**src/rtl/bfp2tu_pkg.sv**
```systemverilog
// ----------------------------------------------------------------------------
// bfp2tu_pkg: shared types and constants for the BFP2 tile unpacker
// Element geometry, exponent store shape, register indexes and the beat
// passed from the staging register to the element serializer.
// ----------------------------------------------------------------------------
package bfp2tu_pkg;

   localparam int ELEMS_PER_WORD = 16;
   localparam int ELEM_BITS      = 4;
   localparam int FACE_DIM       = 16;
   localparam int STORE_DEPTH    = 64;
   localparam int STORE_ROWS     = STORE_DEPTH / 4;
   localparam int ROW_BITS       = 4;
   localparam int REBIAS         = 112;
   localparam int POS_BITS       = 10;
   localparam int K_BITS         = 8;
   localparam int MANT_BITS      = 23;

   localparam int EXP_WORDS_DEF  = 16;
   localparam int DATA_WORDS_DEF = 64;
   localparam int TILE_COLS_DEF  = 32;

   localparam logic REG_EXP_REBIAS = 1'b0;
   localparam logic REG_ROW_MAJOR  = 1'b1;

   typedef struct packed {
      logic [31:0]       word;
      logic [7:0]        exp_byte;
      logic [K_BITS-1:0] k;
   } beat_type;

endpackage

```
**src/rtl/bfp2_tile_unpack.sv**
```systemverilog
// ----------------------------------------------------------------------------
// bfp2_tile_unpack: BFP2 tile to FP32 element unpacker
// Exponent words fill a shared exponent memory; each data word expands into
// sixteen FP32 elements with their tile positions.
// ----------------------------------------------------------------------------
// An exponent word writes one row of the exponent memory.
// A data word reads its exponent row in the cycle it is accepted and then
// occupies the element serializer for sixteen elements, one element per
// beat, so that serializer sets the sustained rate of data words. A staging
// register takes the next word while the current one drains. The exponent
// memory needs no clearing after reset.
module bfp2_tile_unpack #(
   parameter int EXP_WORDS  = bfp2tu_pkg::EXP_WORDS_DEF,
   parameter int DATA_WORDS = bfp2tu_pkg::DATA_WORDS_DEF,
   parameter int TILE_COLS  = bfp2tu_pkg::TILE_COLS_DEF
) (
   input  logic        clock,
   input  logic        reset,
   input  logic        req_tvalid,
   output logic        req_tready,
   input  logic [31:0] req_tdata,    // [31:0] tile_word
   output logic        rsp_tvalid,
   input  logic        rsp_tready,
   output logic [47:0] rsp_tdata,    // [31:0] float_bits, [41:32] element_position
   output logic        rsp_tuser,    // [0] last_of_word
   output logic        rsp_tlast,    // last_of_tile
   input  logic        csr_psel,
   input  logic        csr_penable,
   input  logic        csr_pwrite,
   input  logic [2:0]  csr_paddr,
   input  logic [31:0] csr_pwdata,
   output logic [31:0] csr_prdata,
   output logic        csr_pready
);
   import bfp2tu_pkg::*;

   localparam int TOTAL = EXP_WORDS + DATA_WORDS;
   localparam int CW    = $clog2(TOTAL);

   logic [CW-1:0]     word_cnt_ff, word_cnt_in;
   logic              rebias_ff, row_major_ff;
   logic              s1_valid_ff, s1_valid_in;
   logic [31:0]       s1_word_ff;
   logic [K_BITS-1:0] s1_k_ff;
   logic [1:0]        s1_byte_ff;

   logic              req_accept;
   logic              csr_write;
   logic [8:0]        pos_ext;
   logic [8:0]        k_ext;
   logic              is_exp;
   logic              wr_en;
   logic              rd_en;
   logic [31:0]       rd_row_data;
   beat_type          beat;
   logic              beat_take;
   logic [31:0]       float_bits;
   logic [POS_BITS-1:0] element_position;

   assign req_tready = !s1_valid_ff;
   assign req_accept = req_tvalid && req_tready;
   assign pos_ext    = 9'(word_cnt_ff);
   assign k_ext      = pos_ext - 9'(EXP_WORDS);
   assign is_exp     = (pos_ext < 9'(EXP_WORDS));
   assign wr_en      = req_accept && is_exp && (pos_ext < 9'(STORE_ROWS));
   assign rd_en      = req_accept && !is_exp;

   assign word_cnt_in = (word_cnt_ff == CW'(TOTAL - 1)) ? '0 : word_cnt_ff + 1'b1;

   always_ff @(posedge clock) begin
      if (reset) begin
         word_cnt_ff <= '0;
      end else if (req_accept) begin
         word_cnt_ff <= word_cnt_in;
      end
   end

   bfp2tu_exp_store u_store (
      .clock   (clock),
      .wr_en   (wr_en),
      .wr_row  (pos_ext[ROW_BITS-1:0]),
      .wr_data (req_tdata),
      .rd_en   (rd_en),
      .rd_row  (k_ext[ROW_BITS+1:2]),
      .rd_data (rd_row_data)
   );

   always_comb begin
      s1_valid_in = s1_valid_ff;
      if (rd_en) begin
         s1_valid_in = 1'b1;
      end else if (beat_take) begin
         s1_valid_in = 1'b0;
      end
   end

   always_ff @(posedge clock) begin
      if (reset) begin
         s1_valid_ff <= 1'b0;
      end else begin
         s1_valid_ff <= s1_valid_in;
      end
   end

   always_ff @(posedge clock) begin
      if (rd_en) begin
         s1_word_ff <= req_tdata;
         s1_k_ff    <= k_ext[K_BITS-1:0];
         s1_byte_ff <= k_ext[1:0];
      end
   end

   assign beat.word     = s1_word_ff;
   assign beat.exp_byte = rd_row_data[{s1_byte_ff, 3'b000} +: 8];
   assign beat.k        = s1_k_ff;

   bfp2tu_emitter #(
      .DATA_WORDS (DATA_WORDS),
      .TILE_COLS  (TILE_COLS)
   ) u_emitter (
      .clock            (clock),
      .reset            (reset),
      .beat_valid       (s1_valid_ff),
      .beat             (beat),
      .exp_a_rebias     (rebias_ff),
      .row_major_order  (row_major_ff),
      .beat_take        (beat_take),
      .out_valid        (rsp_tvalid),
      .out_ready        (rsp_tready),
      .float_bits       (float_bits),
      .element_position (element_position),
      .last_of_word     (rsp_tuser),
      .last_of_tile     (rsp_tlast)
   );

   assign rsp_tdata = {6'b000000, element_position, float_bits};

   assign csr_pready = 1'b1;
   assign csr_write  = csr_psel && csr_penable && csr_pwrite && csr_pready;

   always_ff @(posedge clock) begin
      if (reset) begin
         rebias_ff    <= 1'b0;
         row_major_ff <= 1'b0;
      end else if (csr_write) begin
         unique case (csr_paddr[2])
            REG_EXP_REBIAS: rebias_ff    <= csr_pwdata[0];
            REG_ROW_MAJOR:  row_major_ff <= csr_pwdata[0];
            default: ;
         endcase
      end
   end

   always_comb begin
      unique case (csr_paddr[2])
         REG_EXP_REBIAS: csr_prdata = {31'd0, rebias_ff};
         REG_ROW_MAJOR:  csr_prdata = {31'd0, row_major_ff};
         default:        csr_prdata = '0;
      endcase
   end

   a_stage_fill: assert property (@(posedge clock) disable iff (reset)
      rd_en |=> s1_valid_ff && !req_tready)
      else $error("staging register not filled after data beat");

   a_cnt_range: assert property (@(posedge clock) disable iff (reset)
      word_cnt_ff <= CW'(TOTAL - 1))
      else $error("word counter out of range");

   a_tile_end: assert property (@(posedge clock) disable iff (reset)
      rsp_tvalid && rsp_tlast |-> rsp_tuser)
      else $error("tile end not on a word end");

endmodule

```
**src/rtl/bfp2tu_exp_store.sv**
```systemverilog
// ----------------------------------------------------------------------------
// bfp2tu_exp_store: shared exponent memory
// Sixteen rows of four exponent bytes, one row written per exponent word,
// one row read per data word with registered read data.
// ----------------------------------------------------------------------------
module bfp2tu_exp_store (
   input  logic                          clock,
   input  logic                          wr_en,
   input  logic [bfp2tu_pkg::ROW_BITS-1:0] wr_row,
   input  logic [31:0]                   wr_data,
   input  logic                          rd_en,
   input  logic [bfp2tu_pkg::ROW_BITS-1:0] rd_row,
   output logic [31:0]                   rd_data
);
   import bfp2tu_pkg::*;

   logic [31:0] mem [STORE_ROWS];
   logic [31:0] rd_data_ff;

   always_ff @(posedge clock) begin
      if (wr_en) begin
         mem[wr_row] <= wr_data;
      end
   end

   always_ff @(posedge clock) begin
      if (rd_en) begin
         rd_data_ff <= mem[rd_row];
      end
   end

   assign rd_data = rd_data_ff;

endmodule

```
**src/rtl/bfp2tu_emitter.sv**
```systemverilog
// ----------------------------------------------------------------------------
// bfp2tu_emitter: element serializer
// Holds one data word with its exponent and position base and sends out
// one FP32 element per beat, sixteen beats per word.
// ----------------------------------------------------------------------------
module bfp2tu_emitter #(
   parameter int DATA_WORDS = bfp2tu_pkg::DATA_WORDS_DEF,
   parameter int TILE_COLS  = bfp2tu_pkg::TILE_COLS_DEF
) (
   input  logic                           clock,
   input  logic                           reset,
   input  logic                           beat_valid,
   input  bfp2tu_pkg::beat_type           beat,
   input  logic                           exp_a_rebias,
   input  logic                           row_major_order,
   output logic                           beat_take,
   output logic                           out_valid,
   input  logic                           out_ready,
   output logic [31:0]                    float_bits,
   output logic [bfp2tu_pkg::POS_BITS-1:0] element_position,
   output logic                           last_of_word,
   output logic                           last_of_tile
);
   import bfp2tu_pkg::*;

   localparam int FPR = (TILE_COLS / FACE_DIM > 0) ? TILE_COLS / FACE_DIM : 1;

   logic                 em_valid_ff, em_valid_in;
   logic [ELEM_BITS-1:0] em_elem_ff, em_elem_in;
   logic [31:0]          em_word_ff;
   logic [8:0]           em_exp_ff;
   logic [POS_BITS-1:0]  em_base_ff;
   logic                 em_klast_ff;

   logic                 em_last;
   logic [3:0]           face;
   logic [3:0]           face_col;
   logic [3:0]           face_row;
   logic [7:0]           tile_row;
   logic [POS_BITS-1:0]  base_rm;
   logic [POS_BITS-1:0]  base_face;
   logic [8:0]           exp_next;
   logic [1:0]           pair;

   assign em_last   = (em_elem_ff == ELEM_BITS'(ELEMS_PER_WORD - 1));
   assign beat_take = beat_valid && (!em_valid_ff || (em_last && out_ready));

   always_comb begin
      face      = beat.k[7:4];
      face_col  = 4'(face % FPR);
      face_row  = 4'(face / FPR);
      tile_row  = {face_row, beat.k[3:0]};
      base_rm   = POS_BITS'(32'(face_col) * FACE_DIM + TILE_COLS * 32'(tile_row));
      base_face = {beat.k[5:0], 4'b0000};
      exp_next  = {1'b0, beat.exp_byte} + (exp_a_rebias ? 9'(REBIAS) : 9'd0);
   end

   always_comb begin
      em_valid_in = em_valid_ff;
      em_elem_in  = em_elem_ff;
      if (beat_take) begin
         em_valid_in = 1'b1;
         em_elem_in  = '0;
      end else if (em_valid_ff && out_ready) begin
         em_elem_in = em_elem_ff + 1'b1;
         if (em_last) begin
            em_valid_in = 1'b0;
         end
      end
   end

   always_ff @(posedge clock) begin
      if (reset) begin
         em_valid_ff <= 1'b0;
         em_elem_ff  <= '0;
      end else begin
         em_valid_ff <= em_valid_in;
         em_elem_ff  <= em_elem_in;
      end
   end

   always_ff @(posedge clock) begin
      if (beat_take) begin
         em_word_ff  <= beat.word;
         em_exp_ff   <= exp_next;
         em_base_ff  <= row_major_order ? base_rm : base_face;
         em_klast_ff <= (beat.k == K_BITS'(DATA_WORDS - 1));
      end
   end

   assign pair             = em_word_ff[{em_elem_ff, 1'b0} +: 2];
   assign out_valid        = em_valid_ff;
   assign float_bits       = {pair[1] | (pair[0] & em_exp_ff[8]),
                              pair[0] ? em_exp_ff[7:0] : 8'd0,
                              {MANT_BITS{1'b0}}};
   assign element_position = em_base_ff + POS_BITS'(em_elem_ff);
   assign last_of_word     = em_last;
   assign last_of_tile     = em_last && em_klast_ff;

endmodule
```
**config.mk**
```make
export PLATFORM = sky130hd
export DESIGN_NAME = bfp2_tile_unpack
export DESIGN_NICKNAME = d
export VERILOG_FILES = /design/src/rtl/bfp2tu_pkg.sv /design/src/rtl/bfp2_tile_unpack.sv /design/src/rtl/bfp2tu_exp_store.sv /design/src/rtl/bfp2tu_emitter.sv
export SDC_FILE = /design/constraint.sdc
export NUM_CORES = 1
export LEC_CHECK = 0
export ABC_CLOCK_PERIOD_IN_PS = 5900
export BUFFER_PORTS_ARGS = -buffer_cell sky130_fd_sc_hd__buf_2
export CAP_MARGIN = 20
export CORE_MARGIN = 5
export CORE_UTILIZATION = 40
export DETAILED_ROUTE_END_ITERATION = 8
export SKIP_CTS_REPAIR_TIMING = 1
export SYNTH_ARGS = -nofsm -noshare
export SYNTH_HDL_FRONTEND = slang
export SYNTH_SLANG_ARGS = --single-unit
```
**constraint.sdc**
```tcl
create_clock -name clock -period 5.9 [get_ports clock]
set_clock_uncertainty 0.2 [all_clocks]
set_input_delay 0 -clock clock [delete_from_list [all_inputs] [get_ports clock]]
set_output_delay 0 -clock clock [all_outputs]
set_load 0.02 [all_outputs]
```
==> results of run 1 <==
sequential cells by signal, indices dropped and copies added (netlist names), 4 cells and up:
name and count:
u_emitter.em_word_ff 32, word_cnt_ff 7, s1_k_ff 8, u_emitter.em_base_ff 6, u_emitter.em_elem_ff 4, u_store.rd_data 32, u_store.mem 512, s1_word_ff 32
u_emitter.em_exp_ff 9
Yosys cell counts:
cell,instances
o21ai_0,2
buf_6,1
nand3b_1,1
mux2i_1,5
conb_1,2
nor2b_1,3
dfxtp_1,15
o21a_1,1
a21oi_1,6
buf_2,5
buf_1,13
o211ai_1,1
xnor2_1,6
and2_1,10
nand2b_1,2
buf_4,73
mux4_2,176
and3_1,3
inv_1,13
o31a_1,1
a21o_1,2
ha_1,12
xor2_1,5
nor4_1,1
or2_2,1
inv_2,1
edfxtp_1,632
nand4_1,5
fa_1,1
nor2_1,27
clkbuf_1,13
mux2_2,6
nand3_1,8
nand2_1,7
nor3_1,6
a31oi_1,1
critical path, cell delays in order, from the launching register on:
cell	delay (ns)
dfxtp_1	0.89
mux4_2	0.61
mux2i_1	0.35
mux2i_1	0.33
and2_1	0.26
buf_2	0.15
metal layers:
metal | track usage, % | wire length, µm | up-vias
met5 | 0 | 13 | -
met4 | 4.40 | 1010 | 2
met3 | 3.38 | 3580 | 69
met2 | 24.5 | 25200 | 385
met1 | 22.1 | 22600 | 5885
li1 | - | - | 4646
layout make-up:
class                      instances  area [µm²]
sequential                       647       19300
multi-input combinational        360        5150
inverter                          14        52.6
fill                            4993       33000
clock inverter                    41         347
timing repair buffer             128         943
tap                              837        1050
clock buffer                      81        1770
stage by stage:
stage | cell area, µm² | hold WS (ns) | util [%] | power, W
after floorplan | 25000 | -0.131 | - | 0.00534
after global placement | 26100 | 0.0636 | 42.3 | 0.00540
after detailed placement | 26100 | 0.0595 | 42.3 | 0.00541
after CTS | 28200 | -0.565 | 45.7 | 0.00947
after global routing | 28600 | 0.0561 | 46.4 | 0.00971
final | 28600 | 0.0657 | 46.4 | 0.00939
final timing paths:
path | slack [ns] | endpoint | from | cells past startpoint
worst min register to register | 0.22 | u_emitter.em_word_ff[12]$_DFFE_PP_ | s1_word_ff[12]$_DFFE_PP_ | 0
worst max register to register | 2.66 | u_store.mem[8][29]$_DFFE_PP_ | word_cnt_ff[3]$_SDFFE_PP0N_ | 4
worst max-delay path | 2.53 | rsp_tdata[25] | u_emitter.em_elem_ff[0]$_SDFFE_PP0P_ | 5
worst min-delay path | 0.07 | word_cnt_ff[2]$_SDFFE_PP0N_ | reset | 3
report_power, final:
| part | total, W | internal [W] | leakage [nW] | switching, W |
|---|---|---|---|---|
| clock network | 0.00406 | 0.00236 | 1.04 | 0.00169 |
| logic | 0.000240 | 0.0000792 | 2.09 | 0.000161 |
| registers | 0.00509 | 0.00508 | 5.83 | 0.0000134 |
cell families after synthesis:
kind of cell / count (synthesis) / share of synthesized area, %
and+or+nand+nor: 74 / 1.46
AOI/OAI and AO/OA: 14 / 0.343
muxes: 187 / 16.4
other: 2 / 0.0303
buffers and inverters: 119 / 2.96
xor gates and xnor gates: 11 / 0.388
adders and majority gates: 13 / 0.686
DFF: 647 / 77.7
==> reports/qor.csv, run 1 <==
stage;metric;value;unit
synthesis;Cell Area, Synth;24800;µm²
timing;Final Critical Period;3.37;ns
timing;post-route clock period utilization;57.1;%
clocking;clk sinks;647;
worst_hold_path;Min-Delay Path Class;primary input to register;
synthesis;Synth area leaders;edfxtp_1, mux4_2, buf_4;
synthesis;Syn Inst Count;1067;
grt;initial antenna violation count;1;
grt;largest net degree at the start of global routing;138;
layout;Layout Nets;1305;
layout;Area Overhead vs Synth;15.2;%
power;Cell Pwr Density;328;nW/µm²
critical_path;crit end category;output port;
placed_design;port bufs;64;
critical_path;kind of critical path;register to output port;
placed_design;placed instance count;1946;
critical_path;crit path max fanout;12;
synthesis;average size of a mapped cell;23.3;µm²
synthesis;Synth Register Bits;647;
status;outcome;complete, no violations;
timing;Setup Viol. Count Final;0;
layout;share of cells above drive strength 1;30.3;%
clocking;H-tree depth;3;
synthesis;sequential share of the synthesized area;77.7;%
synthesis;largest area contributor in the netlist;edfxtp_1;
die;DIE AREA;67100;µm²
routing;antenna viol nets, final;0;
clocking;CTS clk-pin slew, worst paths;0.06;ns
grt;vias in the first global route;10900;
routing;Remaining DRCs;0;
placed_design;Placer Congestion;0.761;
timing;RSZ-0062 raised after global routing;no;
routing;drt via density;5.21;
synthesis;area share of the leading cell type in the synthesized netlist;76.5;%
power;Leakage;8.95;nW
synthesis;yosys synthesis warning count;0;
timing;Pins Over Slew Limit;0;
grt;GRT Util Overall;15.5;%
die;initial core utilization;40.3;%
clocking;Worst-Skew Late Latency;0.59;ns
grt;first-pass GRT wire length;75900;µm
layout;most frequent cells in the layout;edfxtp_1, mux4_2, clkbuf_16;
routing;Post-Route WL;52400;µm
routing;Via Count;11000;
routing;routed length per instance;24.8;µm
timing;maximum clock frequency;0.297;GHz
routing;Initial DRT Pass Iterations;5;
placed_design;Final HPWL DP;29400;µm
layout;n_diodes;0;
critical_path;Worst EP arrival;3.17;ns
routing;violation count after the first detailed-route iteration;977;
power;peak supply drop;195;µV
clocking;TritonCTS Buffers;67;
die;die height;259;µm
die;die width;259;µm
placed_design;pre-CTS setup slack;2.48;ns
clocking;deepest clock path buffer count;3;
layout;commonest non-fill, non-tap cell in the layout;edfxtp_1;
timing;final hold vios;0;
layout;post-route insts no fill;2108;
die;Ports;159;
job;Max Cap Violations;0;
critical_path;worst path required time;5.70;ns
clocking;root buf cell;clkbuf_16;
timing;max_slew headroom;31.6;%
clocking;CTS tree;built;
synthesis;Netlist cell types;36;
die;Core ar.;61600;µm²
timing;Setup Total Neg Slack;0;ns
grt;grt ovf;0;
timing;final worst slack;2.53;ns
critical_path;startpoint types;register;
die;Rows;91;
timing;Worst Max-Slew Pin Slew;1.02;ns
(Power assumes the default switching activity.)
==> run 2, diff against run 1 <==
Settings changed: ABC_AREA set to 1, ABC_CLOCK_PERIOD_IN_PS 5900 to 3300.
Clock period 5.9 ns to 3.3 ns, I/O delays scaled along.
==> reports/qor.csv, run 2 <==
stage;metric;value;unit;change
status;outcome;complete, no violations;;unchanged
power;Leakage;10.4;nW;was 8.95 nW
critical_path;kind of critical path;register to register;;was register to output port
synthesis;ys flop type;edfxtp_1;;unchanged
routing;Remaining DRCs;0;;unchanged
routing;violation count after the first detailed-route iteration;1354;;was 977
timing;Final Critical Period;2.85;ns;
power;Clock power frac;43.1;%;was 43.2%
timing;worst hold slack;0.0875;ns;was 0.0657 ns
timing;RSZ-0062 raised after global routing;no;;unchanged
synthesis;Synth Register Bits;647;;unchanged
grt;grt ovf;0;;unchanged
power;Total Power;0.0167;W;was 0.00939 W
synthesis;Syn Inst Count;1908;;was 1067
synthesis;Post-synth EDFFs;632;;unchanged
timing;Pins Over Slew Limit;0;;unchanged
die;die width;261;µm;was 259 µm
critical_path;Worst EP arrival;2.93;ns;was 3.17 ns
layout;max reg flops;512;;unchanged
grt;initial antenna violation count;1;;unchanged
layout;Area Overhead vs Synth;15.6;%;was 15.2%
power;peak supply drop;347;µV;was 195 µV
routing;Via Count;15000;;was 11000
placed_design;Placer Congestion;0.813;;was 0.761
placed_design;placed instance count;2781;;was 1946
critical_path;worst path required time;3.37;ns;was 5.70 ns
synthesis;top cells by instance count after synthesis;edfxtp_1, nand2_1, inv_1;;was edfxtp_1, mux4_2, buf_4
power;Power Internal;0.0134;W;was 0.00752 W
clocking;clk sinks;647;;unchanged
layout;Layout Nets;2130;;was 1305
layout;most frequent cells in the layout;edfxtp_1, nand2_1, inv_1;;was edfxtp_1, mux4_2, clkbuf_16
synthesis;Netlist cell types;29;;was 36
die;Ports;159;;unchanged
timing;post-route clock period utilization;86.5;%;
routing;antenna viol nets, final;0;;unchanged
timing;maximum clock frequency;0.350;GHz;
synthesis;area share of the leading cell type in the synthesized netlist;75.2;%;was 76.5%
die;die height;261;µm;was 259 µm
routing;Initial DRT Pass Iterations;6;;was 5
die;initial core utilization;40.2;%;was 40.3%
timing;max_slew headroom;27.1;%;was 31.6%
layout;commonest non-fill, non-tap cell in the layout;edfxtp_1;;unchanged
synthesis;largest area contributor in the netlist;edfxtp_1;;unchanged
synthesis;most frequent cell after synthesis;edfxtp_1;;unchanged
synthesis;Synth area leaders;edfxtp_1, nand2_1, nand4_1;;was edfxtp_1, mux4_2, buf_4
critical_path;crit end category;register;;was output port
timing;Setup Viol. Count Final;0;;unchanged
layout;fillers;5453;;was 4993
timing;Worst Max-Slew Pin Slew;1.09;ns;was 1.02 ns
synthesis;sequential share of the synthesized area;76.4;%;was 77.7%
timing;Setup Total Neg Slack;0;ns;unchanged
clocking;H-tree depth;3;;unchanged
power;switching power;0.00330;W;was 0.00187 W
critical_path;startpoint types;register;;unchanged
clocking;Worst-Skew Late Latency;0.59;ns;about the same
grt;GRT Util Overall;17.6;%;was 15.5%
critical_path;crit path max fanout;23;;was 12
synthesis;yosys synthesis warning count;0;;unchanged
power;switching share of power;19.8;%;was 19.9%
power;Cell Pwr Density;573;nW/µm²;was 328 nW/µm²
routing;drt via density;5.12;;was 5.21
clocking;TritonCTS Buffers;66;;was 67
job;Max Cap Violations;0;;unchanged
synthesis;Cell Area, Synth;25200;µm²;was 24800 µm²
layout;sequential cell area;19300;µm²;about the same
power;Comb power frac;2.4;%;was 2.6%
power;Reg power frac;54.5;%;was 54.2%
layout;Util after Layout;46.5;%;was 46.4%
routing;routed length per instance;20.7;µm;was 24.8 µm
clocking;root buf cell;clkbuf_16;;unchanged
clocking;deepest clock path buffer count;3;;unchanged
layout;Biggest register;u_store.mem;;unchanged
die;Rows;92;;was 91
layout;post-route insts no fill;2939;;was 2108
synthesis;average size of a mapped cell;13.2;µm²;was 23.3 µm²
die;Core ar.;62700;µm²;was 61600 µm²
grt;vias in the first global route;14300;;was 10900
die;DIE AREA;68200;µm²;was 67100 µm²
timing;final hold vios;0;;unchanged
clocking;CTS tree;built;;unchanged
placed_design;port bufs;64;;unchanged
layout;share of cells above drive strength 1;11.0;%;was 30.3%
routing;Post-Route WL;60800;µm;was 52400 µm
layout;multi-input logic area;4860;µm²;was 5150 µm²
grt;first-pass GRT wire length;89600;µm;was 75900 µm
grt;largest net degree at the start of global routing;129;;was 138
synthesis;ys async rst share;0;%;unchanged
clocking;CTS clk-pin slew, worst paths;0.06;ns;about the same
placed_design;Final HPWL DP;33800;µm;was 29400 µm
worst_hold_path;Min-Delay Path Class;primary input to register;;unchanged
==> run 2: changes by cell type after synthesis, sizes merged, moves of 15 or more <==
cell	before	now
a22oi	0	29
nand4	5	121
mux4	176	0
nand3	8	97
buf	92	120
inv	14	170
clkbuf	13	28
a21oi	6	122
nand2	7	341
o21ai	2	26
nor2	27	164
==> run 2: area by class of cell <==
cell class                      count  share of cell area [%]
Antenna cell                        1                 0.00858
Clock buffer                       91                    6.46
Clock inverter                     26                   0.700
Inverter                          170                    2.19
Multi-Input combinational cell   1002                    16.7
Sequential cell                   647                    66.1
Tap cell                          846                    3.63
Timing Repair Buffer              156                    4.20
==> run 2: critical path, stage by stage, from the launching register on <==
cell and delay, ns:
dfxtp_1 0.34, inv_1 0.08, ha_1 0.18, ha_1 0.24
inv_1 0.22, nor2_1 0.25, nand2_1 0.28, nor2_4 0.44
buf_12 0.28
==> run 2: power groups by stage <==
stage          sequential (W)  combinational, W  clock, W
6_report              0.00909          0.000407   0.00719
4_1_cts               0.00909          0.000370   0.00735
3_5_place_dp          0.00927          0.000369         0
5_1_grt               0.00909          0.000444   0.00768
3_3_place_gp          0.00926          0.000358         0
2_1_floorplan         0.00927          0.000228         0
==> run 2: metal layers <==
layer | vias to the layer above | GRT usage [%] | part of all wire (%)
met5 | - | 0 | 0
met4 | 0 | 6.53 | 2.9
met3 | 103 | 3.11 | 7.8
met2 | 592 | 27.5 | 46
met1 | 7413 | 24.9 | 43
li1 | 6930 | - | -
==> run 2: path summary, 6_finish.rpt <==
path,cells past startpoint,from,to,slack [ns]
setup / recovery,8,word_cnt_ff[5]$_SDFFE_PP0N_,u_store.mem[4][25]$_DFFE_PP_,0.45
hold / removal,5,rsp_tready,u_emitter.out_valid$_SDFFE_PP0P_,0.09
setup reg to reg,8,word_cnt_ff[5]$_SDFFE_PP0N_,u_store.mem[4][25]$_DFFE_PP_,0.45
hold reg to reg,0,s1_word_ff[12]$_DFFE_PP_,u_emitter.em_word_ff[12]$_DFFE_PP_,0.22
==> run 2: through the flow <==
step	worst slack, ns	area, µm²
6_report	0.447	29200
5_1_grt	0.338	29200
4_1_cts	0.480	28700
3_5_place_dp	0.484	26700
3_3_place_gp	0.511	26700
2_1_floorplan	-0.487	25500
==> run 2: kinds of logic after synthesis <==
kind of cell,synth area share [%]
muxes,0.0446
AOI/OAI and AO/OA,4.10
and+or+nand+nor,12.7
adders and majority gates,0.675
other,0.0298
buffers and inverters,5.90
DFF,76.4
xor gates and xnor gates,0.104
